[src/hw/rtl/serial_line_edit_buffer_macros.svh]
// Assertion macros used by the serial line edit buffer controller.
// Each macro expects signals named clk and rst_n in the scope where it is used.
`ifndef SERIAL_LINE_EDIT_BUFFER_MACROS_SVH
`define SERIAL_LINE_EDIT_BUFFER_MACROS_SVH

// Implication checked in the same cycle.
`define SLB_ASSERT_SAME(label, ante, cons, msg) \
  label: assert property (@(posedge clk) disable iff (!rst_n) (ante) |-> (cons)) \
    else $error(msg);

// Implication checked in the following cycle.
`define SLB_ASSERT_NEXT(label, ante, cons, msg) \
  label: assert property (@(posedge clk) disable iff (!rst_n) (ante) |=> (cons)) \
    else $error(msg);

`endif

[src/hw/rtl/slb_pkg.sv]
// Package for the serial line edit buffer: result kinds, character codes and
// the command and status structures between controller and datapath. No dependencies.
`timescale 1ns / 1ps

package slb_pkg;

  localparam int BYTE_W = 8;
  localparam int KIND_W = 2;
  localparam int LEN_W  = 5;

  localparam logic [KIND_W-1:0] KIND_ECHO = 2'd0;
  localparam logic [KIND_W-1:0] KIND_BELL = 2'd1;
  localparam logic [KIND_W-1:0] KIND_CHAR = 2'd2;
  localparam logic [KIND_W-1:0] KIND_END  = 2'd3;

  localparam logic [BYTE_W-1:0] CODE_BS  = 8'd127;
  localparam logic [BYTE_W-1:0] CODE_BEL = 8'd7;
  localparam logic [BYTE_W-1:0] CODE_LF  = 8'd10;
  localparam logic [BYTE_W-1:0] CODE_CR  = 8'd13;

  // Commands from the controller to the datapath.
  typedef struct packed {
    logic              cap_byte;   // capture the incoming byte
    logic              dec_wp;     // backspace: step the write pointer back
    logic              do_store;   // write the byte and advance the write pointer
    logic              load_line;  // load the line counters from the fill level
    logic              rd_issue;   // read the ring at the read pointer and advance it
    logic              rp_to_wp;   // empty the ring after a line end
    logic              out_load;   // load the output register
    logic [KIND_W-1:0] out_kind;
    logic              out_last;
  } slb_cmd_t;

  // Status from the datapath to the controller.
  typedef struct packed {
    logic is_bs;
    logic is_term;
    logic empty;
    logic full;
    logic rem_zero;
    logic out_free;
  } slb_stat_t;

endpackage

[src/hw/rtl/slb_in_if.sv]
// Input channel interface of the serial line edit buffer: one received byte per transfer.
// Depends on slb_pkg.
`timescale 1ns / 1ps

interface slb_in_if;
  logic                       valid;
  logic                       ready;
  logic [slb_pkg::BYTE_W-1:0] rx_byte;

  modport source (output valid, output rx_byte, input ready);
  modport sink (input valid, input rx_byte, output ready);
endinterface

[src/hw/rtl/slb_out_if.sv]
// Result channel interface of the serial line edit buffer: one result item per transfer.
// Depends on slb_pkg.
`timescale 1ns / 1ps

interface slb_out_if;
  logic                       valid;
  logic                       ready;
  logic [slb_pkg::KIND_W-1:0] kind;
  logic [slb_pkg::BYTE_W-1:0] byte_value;
  logic [slb_pkg::LEN_W-1:0]  line_length;
  logic                       last;

  modport source (output valid, output kind, output byte_value, output line_length,
                  output last, input ready);
  modport sink (input valid, input kind, input byte_value, input line_length,
                input last, output ready);
endinterface

[src/hw/rtl/slb_ram.sv]
// Generic single write port, single read port RAM with a registered read.
// No dependencies.
`timescale 1ns / 1ps

module slb_ram #(
  parameter int WIDTH = 8,
  parameter int DEPTH = 32
) (
  input  logic                     clk,
  input  logic                     we,
  input  logic [$clog2(DEPTH)-1:0] waddr,
  input  logic [WIDTH-1:0]         wdata,
  input  logic                     re,
  input  logic [$clog2(DEPTH)-1:0] raddr,
  output logic [WIDTH-1:0]         rdata
);

  logic [WIDTH-1:0] mem [DEPTH];
  logic [WIDTH-1:0] rdata_r;

  always_ff @(posedge clk) begin
    if (we) begin
      mem[waddr] <= wdata;
    end
    if (re) begin
      rdata_r <= mem[raddr];
    end
  end

  assign rdata = rdata_r;

endmodule

[src/hw/rtl/slb_datapath.sv]
// Datapath of the serial line edit buffer: ring pointers, character RAM,
// line counters and the output register. Depends on slb_pkg and slb_ram.
`timescale 1ns / 1ps

module slb_datapath #(
  parameter int DEPTH = 32
) (
  input  logic                       clk,
  input  logic                       rst_n,
  input  slb_pkg::slb_cmd_t          cmd,
  output slb_pkg::slb_stat_t         st,
  input  logic [slb_pkg::BYTE_W-1:0] in_byte,
  input  logic                       out_ready,
  output logic                       out_valid,
  output logic [slb_pkg::KIND_W-1:0] out_kind,
  output logic [slb_pkg::BYTE_W-1:0] out_byte,
  output logic [slb_pkg::LEN_W-1:0]  out_len,
  output logic                       out_last
);
  import slb_pkg::*;

  localparam int PW = $clog2(DEPTH);

  logic [BYTE_W-1:0] byte_r, byte_nxt;
  logic [PW-1:0]     wp_r, wp_nxt;
  logic [PW-1:0]     rp_r, rp_nxt;
  logic [PW-1:0]     rem_r, rem_nxt;
  logic [LEN_W-1:0]  len_r, len_nxt;
  logic              out_valid_r, out_valid_nxt;
  logic [KIND_W-1:0] out_kind_r, out_kind_nxt;
  logic [BYTE_W-1:0] out_byte_r, out_byte_nxt;
  logic [LEN_W-1:0]  out_len_r, out_len_nxt;
  logic              out_last_r, out_last_nxt;
  logic [PW:0]       held;
  logic [BYTE_W-1:0] rd_data;

  function automatic logic [PW-1:0] ptr_inc(input logic [PW-1:0] p);
    return (p == PW'(DEPTH - 1)) ? '0 : p + PW'(1);
  endfunction

  function automatic logic [PW-1:0] ptr_dec(input logic [PW-1:0] p);
    return (p == '0) ? PW'(DEPTH - 1) : p - PW'(1);
  endfunction

  slb_ram #(
    .WIDTH (BYTE_W),
    .DEPTH (DEPTH)
  ) u_ram (
    .clk   (clk),
    .we    (cmd.do_store),
    .waddr (wp_r),
    .wdata (byte_r),
    .re    (cmd.rd_issue),
    .raddr (rp_r),
    .rdata (rd_data)
  );

  // Fill level of the ring, modulo DEPTH.
  always_comb begin
    if (wp_r >= rp_r) begin
      held = {1'b0, wp_r} - {1'b0, rp_r};
    end else begin
      held = {1'b0, wp_r} + (PW + 1)'(DEPTH) - {1'b0, rp_r};
    end
  end

  always_comb begin
    st.is_bs    = (byte_r == CODE_BS);
    st.is_term  = (byte_r == CODE_LF) || (byte_r == CODE_CR);
    st.empty    = (wp_r == rp_r);
    st.full     = (held == (PW + 1)'(DEPTH - 1));
    st.rem_zero = (rem_r == '0);
    st.out_free = !out_valid_r || out_ready;
  end

  always_comb begin
    byte_nxt      = cmd.cap_byte ? in_byte : byte_r;
    wp_nxt        = wp_r;
    rp_nxt        = rp_r;
    rem_nxt       = rem_r;
    len_nxt       = len_r;
    out_valid_nxt = out_valid_r;
    out_kind_nxt  = out_kind_r;
    out_byte_nxt  = out_byte_r;
    out_len_nxt   = out_len_r;
    out_last_nxt  = out_last_r;

    if (cmd.dec_wp) begin
      wp_nxt = ptr_dec(wp_r);
    end else if (cmd.do_store) begin
      wp_nxt = ptr_inc(wp_r);
    end

    // The fill level before the terminator is stored is the line length.
    if (cmd.load_line) begin
      rem_nxt = held[PW-1:0];
      len_nxt = LEN_W'(held);
    end

    if (cmd.rd_issue) begin
      rp_nxt  = ptr_inc(rp_r);
      rem_nxt = rem_r - PW'(1);
    end else if (cmd.rp_to_wp) begin
      rp_nxt = wp_r;
    end

    if (cmd.out_load) begin
      out_valid_nxt = 1'b1;
      out_kind_nxt  = cmd.out_kind;
      out_last_nxt  = cmd.out_last;
      out_len_nxt   = '0;
      case (cmd.out_kind)
        KIND_ECHO: out_byte_nxt = byte_r;
        KIND_BELL: out_byte_nxt = CODE_BEL;
        KIND_CHAR: out_byte_nxt = rd_data;
        KIND_END: begin
          out_byte_nxt = '0;
          out_len_nxt  = len_r;
        end
        default: out_byte_nxt = '0;
      endcase
    end else if (out_ready) begin
      out_valid_nxt = 1'b0;
    end
  end

  always_ff @(posedge clk) begin
    if (!rst_n) begin
      wp_r        <= '0;
      rp_r        <= '0;
      rem_r       <= '0;
      out_valid_r <= 1'b0;
    end else begin
      wp_r        <= wp_nxt;
      rp_r        <= rp_nxt;
      rem_r       <= rem_nxt;
      out_valid_r <= out_valid_nxt;
    end
  end

  always_ff @(posedge clk) begin
    byte_r     <= byte_nxt;
    len_r      <= len_nxt;
    out_kind_r <= out_kind_nxt;
    out_byte_r <= out_byte_nxt;
    out_len_r  <= out_len_nxt;
    out_last_r <= out_last_nxt;
  end

  assign out_valid = out_valid_r;
  assign out_kind  = out_kind_r;
  assign out_byte  = out_byte_r;
  assign out_len   = out_len_r;
  assign out_last  = out_last_r;

endmodule

[src/hw/rtl/slb_ctrl.sv]
// Controller state machine of the serial line edit buffer.
// Depends on slb_pkg and serial_line_edit_buffer_macros.svh.
`timescale 1ns / 1ps
`include "serial_line_edit_buffer_macros.svh"

module slb_ctrl (
  input  logic               clk,
  input  logic               rst_n,
  input  logic               in_valid,
  output logic               in_ready,
  input  slb_pkg::slb_stat_t st,
  output slb_pkg::slb_cmd_t  cmd
);
  import slb_pkg::*;

  localparam logic [2:0] S_IDLE = 3'd0;
  localparam logic [2:0] S_EXEC = 3'd1;
  localparam logic [2:0] S_RD   = 3'd2;
  localparam logic [2:0] S_CHAR = 3'd3;
  localparam logic [2:0] S_END  = 3'd4;

  logic [2:0] state_r, state_nxt;

  always_comb begin
    state_nxt = state_r;
    in_ready  = 1'b0;
    cmd       = '0;
    case (state_r)
      S_IDLE: begin
        in_ready = 1'b1;
        if (in_valid) begin
          cmd.cap_byte = 1'b1;
          state_nxt    = S_EXEC;
        end
      end
      S_EXEC: begin
        if (st.out_free) begin
          state_nxt = S_IDLE;
          if (st.is_bs) begin
            if (!st.empty) begin
              cmd.dec_wp   = 1'b1;
              cmd.out_load = 1'b1;
              cmd.out_kind = KIND_ECHO;
              cmd.out_last = 1'b1;
            end
          end else if (st.full) begin
            cmd.out_load = 1'b1;
            cmd.out_kind = KIND_BELL;
            cmd.out_last = 1'b1;
          end else begin
            cmd.do_store = 1'b1;
            cmd.out_load = 1'b1;
            cmd.out_kind = KIND_ECHO;
            cmd.out_last = !st.is_term;
            if (st.is_term) begin
              cmd.load_line = 1'b1;
              state_nxt     = S_RD;
            end
          end
        end
      end
      S_RD: begin
        if (st.rem_zero) begin
          state_nxt = S_END;
        end else begin
          cmd.rd_issue = 1'b1;
          state_nxt    = S_CHAR;
        end
      end
      S_CHAR: begin
        if (st.out_free) begin
          cmd.out_load = 1'b1;
          cmd.out_kind = KIND_CHAR;
          state_nxt    = S_RD;
        end
      end
      S_END: begin
        if (st.out_free) begin
          cmd.out_load = 1'b1;
          cmd.out_kind = KIND_END;
          cmd.out_last = 1'b1;
          cmd.rp_to_wp = 1'b1;
          state_nxt    = S_IDLE;
        end
      end
      default: begin
        state_nxt = S_IDLE;
      end
    endcase
  end

  always_ff @(posedge clk) begin
    if (!rst_n) begin
      state_r <= S_IDLE;
    end else begin
      state_r <= state_nxt;
    end
  end

  `SLB_ASSERT_SAME(a_load_needs_slot, cmd.out_load, st.out_free, "output register overwritten")
  `SLB_ASSERT_SAME(a_store_not_full, cmd.do_store, !st.full, "byte stored into a full ring")
  `SLB_ASSERT_SAME(a_read_in_line, cmd.rd_issue, !st.rem_zero, "ring read past the line")
  `SLB_ASSERT_NEXT(a_end_empties, cmd.out_load && (cmd.out_kind == KIND_END), st.empty,
    "ring not empty after a line end")

endmodule

[src/hw/rtl/serial_line_edit_buffer.sv]
// Serial line edit buffer: a received byte is registered, then its echo or bell, if any,
// is loaded into the output register once that is free; a completed line of n
// characters follows as n character items and a line end. One input byte is handled
// at a time, bounded by the single RAM read port feeding the output register.
// Synchronous active-low reset empties the ring and clears the output valid flag;
// the character RAM itself is not cleared and is only read where it was written.
`timescale 1ns / 1ps

module serial_line_edit_buffer #(
  parameter int DEPTH = 32
) (
  input logic     clk,
  input logic     rst_n,
  slb_in_if.sink  in_ch,
  slb_out_if.source out_ch
);
  import slb_pkg::*;

  // The controller sequences each received byte: it takes one transfer while idle,
  // then decides between backspace, bell and store. A stored CR or LF starts the
  // line sweep, which reads the ring one character at a time through the RAM's
  // registered port. No CR or LF ever stays in the ring once an item is finished,
  // so the terminator that has just been stored is always the first one found.
  slb_cmd_t  cmd;
  slb_stat_t st;

  slb_ctrl u_ctrl (
    .clk      (clk),
    .rst_n    (rst_n),
    .in_valid (in_ch.valid),
    .in_ready (in_ch.ready),
    .st       (st),
    .cmd      (cmd)
  );

  // The datapath owns the pointers, the RAM and the output register, so a result
  // can wait for its transfer while the next byte is already being taken in.
  slb_datapath #(
    .DEPTH (DEPTH)
  ) u_datapath (
    .clk       (clk),
    .rst_n     (rst_n),
    .cmd       (cmd),
    .st        (st),
    .in_byte   (in_ch.rx_byte),
    .out_ready (out_ch.ready),
    .out_valid (out_ch.valid),
    .out_kind  (out_ch.kind),
    .out_byte  (out_ch.byte_value),
    .out_len   (out_ch.line_length),
    .out_last  (out_ch.last)
  );

endmodule

[src/flat_wrapper.sv]
// flat-port wrapper written by rule: the top's interface ports become plain ports
module serial_line_edit_buffer_flat import slb_pkg::*;
#(
  parameter int DEPTH = 32
)
  (clk, rst_n, in_ch_valid, in_ch_rx_byte, in_ch_ready, out_ch_valid, out_ch_kind, out_ch_byte_value, out_ch_line_length, out_ch_last, out_ch_ready);
  slb_in_if in_ch_i ();
  slb_out_if out_ch_i ();
  input logic clk;
  input logic rst_n;
  input wire logic [$bits(in_ch_i.valid)-1:0] in_ch_valid;
  input wire logic [$bits(in_ch_i.rx_byte)-1:0] in_ch_rx_byte;
  output wire logic [$bits(in_ch_i.ready)-1:0] in_ch_ready;
  output wire logic [$bits(out_ch_i.valid)-1:0] out_ch_valid;
  output wire logic [$bits(out_ch_i.kind)-1:0] out_ch_kind;
  output wire logic [$bits(out_ch_i.byte_value)-1:0] out_ch_byte_value;
  output wire logic [$bits(out_ch_i.line_length)-1:0] out_ch_line_length;
  output wire logic [$bits(out_ch_i.last)-1:0] out_ch_last;
  input wire logic [$bits(out_ch_i.ready)-1:0] out_ch_ready;
  assign in_ch_i.valid = in_ch_valid;
  assign in_ch_i.rx_byte = in_ch_rx_byte;
  assign in_ch_ready = in_ch_i.ready;
  assign out_ch_valid = out_ch_i.valid;
  assign out_ch_kind = out_ch_i.kind;
  assign out_ch_byte_value = out_ch_i.byte_value;
  assign out_ch_line_length = out_ch_i.line_length;
  assign out_ch_last = out_ch_i.last;
  assign out_ch_i.ready = out_ch_ready;
  serial_line_edit_buffer #(.DEPTH(DEPTH)) u_core (.clk(clk), .rst_n(rst_n), .in_ch(in_ch_i), .out_ch(out_ch_i));
endmodule
[config.mk]
export PLATFORM = sky130hd
export DESIGN_NAME = serial_line_edit_buffer_flat
export DESIGN_NICKNAME = d
export VERILOG_FILES = /design/src/hw/rtl/slb_pkg.sv /design/src/hw/rtl/slb_in_if.sv /design/src/hw/rtl/slb_out_if.sv /design/src/hw/rtl/slb_ram.sv /design/src/hw/rtl/slb_datapath.sv /design/src/hw/rtl/slb_ctrl.sv /design/src/hw/rtl/serial_line_edit_buffer.sv /design/src/flat_wrapper.sv
export VERILOG_INCLUDE_DIRS = /design/src /design/src/hw/rtl
export SDC_FILE = /design/constraint.sdc
export NUM_CORES = 1
export LEC_CHECK = 0
export ABC_CLOCK_PERIOD_IN_PS = 4960
export BUFFER_PORTS_ARGS = -buffer_cell sky130_fd_sc_hd__buf_2
export CAP_MARGIN = 20
export CORE_UTILIZATION = 46
export CTS_CLUSTER_DIAMETER = 80
export DETAILED_ROUTE_END_ITERATION = 7
export PLACE_DENSITY_LB_ADDON = 0.12
export SETUP_SLACK_MARGIN = 0.1
export SLEW_MARGIN = 10
export SYNTH_ARGS = -nofsm -noshare
export SYNTH_HDL_FRONTEND = slang
export SYNTH_SLANG_ARGS = --single-unit
[constraint.sdc]
create_clock -name clk -period 4.96 [get_ports clk]
set_clock_uncertainty 0.1 [all_clocks]
set_input_delay 0 -clock clk [delete_from_list [all_inputs] [get_ports clk]]
set_output_delay 0 -clock clk [all_outputs]
set_load 0.005 [all_outputs]
==> metrics.md, run 1 <==
| Metric | Value |
|---|---|
| Outcome | `completed` |
| Compound-Gate Fraction of Synth Area | `between 3 and 4%` |
| EDFF count, synth | `293` |
| Non-filler cells, final | `1109` |
| CTS clk-pin slew, worst paths | `60 ps` |
| Setup TNS Final | `0 ps` |
| Initial core utilization | `47.0%` |
| Hold Path Class | `primary input to flop` |
| Area of the core | `27000 sq um` |
| Largest family of logic cells by synthesized area | `multiplexers` |
| Max Clock Freq | `252 MHz` |
| CP arrival | `between 4000 and 5000 ps` |
| Clock Sink Count | `312` |
| FF+latch count, synth | `312` |
| Setup violations, final | `0` |
| First-pass GRT wire length | `between 40 and 50 mm` |
| HPWL Detailed | `around 19 mm` |
| Share of cells above drive strength 1 | `23.7%` |
| Rel. slew slack | `a little under two fifths` |
| Tmin final | `3970 ps` |
| Slowest CP cell | `nor2_1` |
| Die ar. | `28200 sq um` |
| Clock tree buffer depth | `3` |
| Max-cap check violation count | `0` |
| WHS Path Cells | `2` |
| Routed via count | `~6600` |
| Largest net degree at the start of global routing | `68` |
| Slowest cell delay on critical path | `680 ps` |
| Iter 0 DRT Violations | `683` |
| Setup CP Type | `flop to flop` |
| I/O pin count | `30` |
| Simple-gate share of the synthesized area | `5.60%` |
| Vias in the first global route | `6680` |
| Wire length per cell | `26.7 um` |
| Htree depth | `1` |
| Port Buffers | `29` |
| ANT cells | `0` |
| Peak VDD IR | `~0.33 mV` |
| Primary FF master, synth | `edfxtp_1` |
| Post-synth top area share | `69.5%` |
| Post-synthesis mux area share | `14.6%` |
| Die W | `168 um` |
| Most numerous cell in the Yosys netlist | `edfxtp_1` |
| Post-Route WL | `29.6 mm` |
| Synth unique cells | `54` |
| Cell count after synthesis | `685` |
| RePlAce Congestion | `0.811` |
| Crit path launch type | `flop` |
| Cell accounting for the most synthesized area | `edfxtp_1` |
| Nets | `between 700 and 800` |
| Detailed Routing Iterations Pass 1 | `5` |
| Area Growth Syn to Fin | `13.6%` |
| Sequential area share after synthesis | `72.5%` |
| Power Dens Cells | `approximately 380 nW/um^2` |
| Die Span Y | `roughly 170 um` |
| Fillers | `2074` |
| Dpl cells | `1039` |
| Synth Warn # | `0` |
| Final Hold Fails | `0` |
| CTS tree | `done` |
| Num CTS Buffers | `31` |
| GRT Overall Usage | `between 20% and 30%` |
| Adder-cell area share of the yosys netlist | `1.54%` |
| Initial antenna violation count | `0` |
| Row count | `60` |
| Final period util | `80.0%` |
| Post-CTS Setup Inserts | `0` |
| DRT antenna net count | `0` |
| Clk root buf | `clkbuf_16` |
| Post-CTS sizing | `0` |
| Mapped Avg Cell Area | `18.5 sq um` |
| Worst hold slack | `31.4 ps` |
| Final slew viol count | `0` |
| Remaining DRCs | `0` |
| Grt ovf | `0` |
| Slew @ Worst Pin | `941 ps` |
| Crit path required time | `5040 ps` |
| Worst skew pair latency | `570 ps` |
| CP endpoint kind | `flop` |
| RSZ-0062 raised after global routing | `no` |
| Reg2Reg Depth | `10` |
| Crit path cell chain | `inv_1 > ha_1 > inv_1 > fa_1 > and3b_1 > and3_4 > o31ai_4 > and2_1 > nand2_1 > nor2_1` |
| Vias per cell | `5.92` |
| Syn Nets | `a little over 700` |
| Reg2Reg Setup Slack | `slightly below 1000 ps` |
| Synth Area in XOR/XNOR | `0.484%` |
| Static leakage | `4.61 nW` |
| Area contributors post-synth | `edfxtp_1 70%, mux4_2 14%, dfxtp_1 3.0%, ha_1 1.4%, nor2_1 1.3%` |
| Ys async rst share | `0%` |
| Top cells by count, synth | `293 x edfxtp_1, 80 x mux4_2, 45 x nor2_1` |
| Cell area after technology mapping | `12700 sq um` |
| Critical path fanouts, max | `10` |
| Cell mode on critical path | `inv_1` |
==> layout by cell type, fill, tap and decap left out, types with 14 or more instances in the layout <==
| cell type | netlist | routed |
|---|---|---|
| inv_1 | 19 | 19 |
| clkbuf_16 | 0 | 31 |
| mux4_2 | 80 | 80 |
| nor2_1 | 45 | 45 |
| ha_1 | 14 | 14 |
| dfxtp_1 | 19 | 17 |
| edfxtp_1 | 293 | 293 |
| buf_2 | 7 | 29 |
| a21oi_1 | 16 | 16 |
| buf_4 | 1 | 15 |
| nand2_1 | 43 | 43 |
==> registers in the layout (all words and copies together) (netlist names) <==
register and cells:
u_core.u_ctrl.state_r 3, u_core.u_datapath.byte_r 8, u_core.u_datapath.len_r 5, u_core.u_datapath.out_byte 8, u_core.u_datapath.out_kind 2, u_core.u_datapath.out_last 1
u_core.u_datapath.out_len 5, u_core.u_datapath.out_valid 1, u_core.u_datapath.rem_r 5, u_core.u_datapath.rp_r 5, u_core.u_datapath.u_ram.mem 256, u_core.u_datapath.u_ram.rdata 8
u_core.u_datapath.wp_r 5
==> final timing paths <==
kind	startpoint	endpoint
min reg2reg	u_core.u_datapath.rem_r[1]	u_core.u_datapath.rem_r[1]
max reg2reg	u_core.u_datapath.wp_r[0]	u_core.u_datapath.u_ram.mem[28][7]
max	u_core.u_datapath.wp_r[0]	u_core.u_datapath.u_ram.mem[28][7]
min	in_ch_rx_byte[7]	u_core.u_datapath.byte_r[7]
==> metal layers <==
layer  routed length (um)  vias up  GRT usage (%)
met5                    0        -              0
met4                  699        0           5.46
met3                 1370       48           2.56
met2                15300      210           38.2
met1                12300     3418           29.0
li1                     -     2886              -
==> timing repair <==
item                                   in CTS  in global routing
setup endpoints to repair                   0                  0
hold buffers                               12                  0
endpoints found under the hold margin      24                  0
==> area by class of cell <==
class / instances / area, sq um / area share, %
sequential: 312 / 9180 / 63.9
clock buffer: 37 / 798 / 5.55
clock inverter: 21 / 236 / 1.65
multi-input combinational: 320 / 3270 / 22.7
tap: 341 / 427 / 2.97
timing repair buffer: 56 / 378 / 2.63
inverter: 22 / 82.6 / 0.575
==> report_power, final <==
group          switching (mW)  leakage [nW]  total (mW)  internal [mW]
sequential             0.0140          2.81        2.92           2.91
clock                   0.991         0.487        2.36           1.37
combinational           0.122          1.32       0.172         0.0499
total                    1.13          4.61        5.45           4.33
==> through the flow <==
stage,utilization [%],power [mW],area [sq um],worst slack (ps)
CTS,53.3,5.50,14400,997
detailed placement,49.0,3.15,13200,1010
global route,53.3,5.61,14400,694
floorplan,-,3.06,12700,1270
global placement,49.0,3.15,13200,1200
finish,53.3,5.45,14400,993
==> critical path: cells and delay by family, from the launching register on <==
kind            cells  cell delay [ps]
fa+ha+maj           2              520
flops               1              490
buf+inv             2              240
simple gates        5             1800
compound gates      1              430
==> kinds of logic after synthesis <==
logic type                 count (synthesis)
buffers and inverters                     53
xor gates and xnor gates                   7
adders and majority gates                 15
and+or+nand+nor                          149
muxes                                     84
DFF                                      312
AOI/OAI and AO/OA                         65
Power figures use the tool's default switching activity.
==> run 2, diff against run 1 <==
--- a/config.mk
+++ b/config.mk
@@ -6,7 +6,8 @@
 export SDC_FILE = /design/constraint.sdc
 export NUM_CORES = 1
 export LEC_CHECK = 0
-export ABC_CLOCK_PERIOD_IN_PS = 4960
+export ABC_AREA = 1
+export ABC_CLOCK_PERIOD_IN_PS = 3700
 export BUFFER_PORTS_ARGS = -buffer_cell sky130_fd_sc_hd__buf_2
 export CAP_MARGIN = 20
 export CORE_UTILIZATION = 46
==> constraint.sdc (replaced) <==
create_clock -name clk -period 3.7 [get_ports clk]
set_clock_uncertainty 0.1 [all_clocks]
set_input_delay 0 -clock clk [delete_from_list [all_inputs] [get_ports clk]]
set_output_delay 0 -clock clk [all_outputs]
set_load 0.005 [all_outputs]
==> run 2 against run 1 <==
Effect of this change: area after synthesis increased by 4.5%; first-iteration DRC count is 44% higher; power increased by 38%; non-clock buffer count increased by 9; design area rose by 4.0%; register-to-register slack got worse by 610 ps; die area is 4.4% higher; via count increased by 36%; sequential power up 35%; critical path depth up 3; sequential share of layout area decreased by 2.5 points; clock power is 38% higher; critical endpoint is now u_core.u_datapath.u_ram.mem[10][3].
==> metrics.md, run 2 <==
| Metric | Value |
|---|---|
| Die W | `172 um (+2.2%)` |
| Crit path cell chain | `inv_1 > ha_1 > inv_2 > fa_1 > nand2_1 > nor2_1 > nand2_1 > nor2_2 > nand3_2 > nand2_4 > inv_2 > nand2_2 > nor2_1` |
| FF+latch count, synth | `312 (unchanged)` |
| Post-Route WL | `33.6 mm (+13%)` |
| Nets | `1224 (+59%)` |
| WHS Path Cells | `2 (unchanged)` |
| Dpl cells | `1526 (+47%)` |
| Largest register by flop count | `u_core.u_datapath.u_ram.mem` |
| Non-filler cells, final | `1599 (+44%)` |
| Fillers | `2416 (+16%)` |
| Cell area after technology mapping | `13200 sq um (+4.5%)` |
| Max Clock Freq | `301 MHz (+19%)` |
| GRT Overall Usage | `23.8% (+2.1 points)` |
| Slowest CP cell | `nor2_1` |
| Die ar. | `29400 sq um (+4.4%)` |
| Cell count after synthesis | `1153 (+68%)` |
| Peak VDD IR | `0.382 mV (+15%)` |
| Routed via count | `8917 (+36%)` |
| Post-synth top area share | `66.5% (-3.0 points)` |
| RSZ-0062 raised after global routing | `no` |
| Syn Nets | `1180 (+66%)` |
| Worst hold slack | `102 ps (+70.4 ps)` |
| WP depth | `13 (+3)` |
| Rel. slew slack | `35.4% (-1.8 points)` |
| EDFF count, synth | `293 (unchanged)` |
| Final Hold Fails | `0 (unchanged)` |
| Remaining DRCs | `0 (unchanged)` |
| DRT antenna net count | `0 (unchanged)` |
| Cell accounting for the most synthesized area | `edfxtp_1` |
| CTS clk-pin slew, worst paths | `60 ps (about the same)` |
| Worst skew pair latency | `510 ps (-60 ps)` |
| Initial core utilization | `47.2% (+0.25 points)` |
| Sequential area share after synthesis | `69.4% (-3.1 points)` |
| Tot Pwr | `7.54 mW (+38%)` |
| Tmin final | `3320 ps (-646 ps)` |
| Ys async rst share | `0% (unchanged)` |
| R2r endpoint | `u_core.u_datapath.u_ram.mem[10][3]` |
| Crit path max-delay family | `simple AND/OR/NAND/NOR gates` |
| Row count | `61 (+1.7%)` |
| Setup CP Type | `flop to flop` |
| Commonest cells after routing, fill and taps aside | `293 x edfxtp_1, 219 x nor2_1, 135 x nand2_1, 135 x o21ai_0, 57 x inv_1` |
| Synth unique cells | `39 (-28%)` |
| Hold wc startpoint | `in_ch_rx_byte[2]` |
| Setup TNS Final | `0 ps (unchanged)` |
| Area Growth Syn to Fin | `13.0%` |
| Clock Sink Count | `312 (unchanged)` |
| CTS Hold Bufs | `13 (+1)` |
| Area contributors post-synth | `edfxtp_1 67%, nor2_1 6.2%, o21ai_0 5.1%, nand2_1 3.8%, dfxtp_1 2.9%` |
| Commonest non-fill, non-tap cell in the layout | `edfxtp_1` |
| Reg2Reg Depth | `13 (+3)` |
| Power Dens Cells | `505 nW/um^2 (+33%)` |
| Area of the core | `28000 sq um (+3.9%)` |
| Vias per cell | `5.58 (-5.8%)` |
| CTS tree | `done` |
| Synth Warn # | `0 (unchanged)` |
| Top cells by count, synth | `293 x edfxtp_1, 219 x nor2_1, 135 x nand2_1, 135 x o21ai_0, 57 x inv_1` |
| Iter 0 DRT Violations | `983 (+44%)` |
| Worst Hold Path EP | `u_core.u_datapath.byte_r[2]` |
| CP endpoint kind | `flop` |
| Final slew viol count | `0 (unchanged)` |
| ANT cells | `0 (unchanged)` |
| Max-cap check violation count | `0 (unchanged)` |
| I/O pin count | `30 (unchanged)` |
| HPWL Detailed | `20.8 mm (+9.0%)` |
| CP arrival | `3360 ps (-690 ps)` |
| Clock tree buffer depth | `3 (unchanged)` |
| Grt ovf | `0 (unchanged)` |
| Die Span Y | `172 um (+2.2%)` |
| Slew @ Worst Pin | `965 ps (+23.6 ps)` |
| Port Buffers | `29 (unchanged)` |
| Largest register FFs | `256 (unchanged)` |
| Most numerous cell in the Yosys netlist | `edfxtp_1` |
| Initial antenna violation count | `0 (unchanged)` |
| Hold Path Class | `primary input to flop` |
| RePlAce Congestion | `0.874 (+7.8%)` |
| Post-CTS sizing | `0 (unchanged)` |
| Wire length per cell | `21.0 um (-21%)` |
| Final period util | `89.8% (+9.8 points)` |
| Reg2reg start | `u_core.u_datapath.wp_r[0]` |
| Crit path launch type | `flop` |
| Outcome | `completed` |
| Share of cells above drive strength 1 | `11.4% (-12 points)` |
| Critical path fanouts, max | `10 (unchanged)` |
| Crit path required time | `3740 ps (-1300 ps)` |
| Reg2Reg Setup Slack | `380 ps (-610 ps)` |
| Detailed Routing Iterations Pass 1 | `5 (unchanged)` |
| Mapped Avg Cell Area | `11.5 sq um (-38%)` |
| Num CTS Buffers | `34 (+9.7%)` |
| Largest net degree at the start of global routing | `90 (+32%)` |
| Worst path bufs/invs | `3 (+1)` |
| Primary FF master, synth | `edfxtp_1` |
| Slowest cell delay on critical path | `610 ps (-70 ps)` |
| Post-CTS Setup Inserts | `0 (unchanged)` |
| First-pass GRT wire length | `51.3 mm (+16%)` |
| Setup violations, final | `0 (unchanged)` |
| Clk root buf | `clkbuf_16` |
| Static leakage | `5.32 nW (+15%)` |
| Htree depth | `2 (+1)` |
| Vias in the first global route | `8831 (+32%)` |
## run 2: where the power goes
part / internal (mW) / switching (mW) / leakage (nW)
clock network: 1.93 / 1.32 / 0.522
registers: 3.93 / 0.0210 / 2.81
logic: 0.0930 / 0.252 / 1.99
## run 2: worst reg2reg max path: cells and delay by family (launching register included)
family | cells | cell delay (ps)
flip-flops | 1 | 490
buffers and inverters | 3 | 350
AND/OR/NAND/NOR | 8 | 1350
adder cells (fa/ha/maj) | 2 | 670
## run 2: worst max-delay path by stage
stage                                         start                                 end  slack [ps]
after floorplan           u_core.u_datapath.rp_r[4]  u_core.u_datapath.u_ram.mem[31][0]         910
after global placement    u_core.u_datapath.wp_r[0]  u_core.u_datapath.u_ram.mem[21][5]         480
after detailed placement  u_core.u_datapath.wp_r[0]  u_core.u_datapath.u_ram.mem[20][5]         370
after CTS                 u_core.u_datapath.wp_r[0]  u_core.u_datapath.u_ram.mem[10][0]         370
after global routing      u_core.u_datapath.wp_r[0]  u_core.u_datapath.u_ram.mem[20][4]         130
final                     u_core.u_datapath.wp_r[0]  u_core.u_datapath.u_ram.mem[10][3]         380
## run 2: cells by family (layout without fill, tap and decap cells)
group | after synthesis | count (layout) | synth area share, %
AND/OR/NAND/NOR | 449 | 449 | 14.3
XOR/XNOR | 3 | 3 | 0.199
adder cells (fa/ha/maj) | 15 | 15 | 1.48
AO/OA/AOI/OAI | 248 | 248 | 10.5
flip-flops | 312 | 312 | 69.4
buffers and inverters | 126 | 194 | 4.09
## run 2: routing by layer
metal  track usage (%)  share of wire (%)
met1              32.8                 43
met3              3.80                7.3
met2              39.0                 47
met5                 0                  0
met4              6.95                2.1
## run 2: final cells by class
class                           instances  area (sq um)  area share, %
Sequential cell                       312          9180           61.4
Multi-Input combinational cell        715          3500           23.4
Timing Repair Buffer                   65           460           3.08
Clock buffer                           38           887           5.94
Inverter                               69           260           1.74
Clock inverter                         22           176           1.18
Tap cell                              378           473           3.16
## run 2: stage by stage
step	area (sq um)	util (%)	setup slack [ps]
final	14900	53.4	379
after detailed placement	13800	49.1	371
after CTS	14900	53.4	370
after global routing	14900	53.4	127
after global placement	13800	49.1	485
after floorplan	13200	-	906
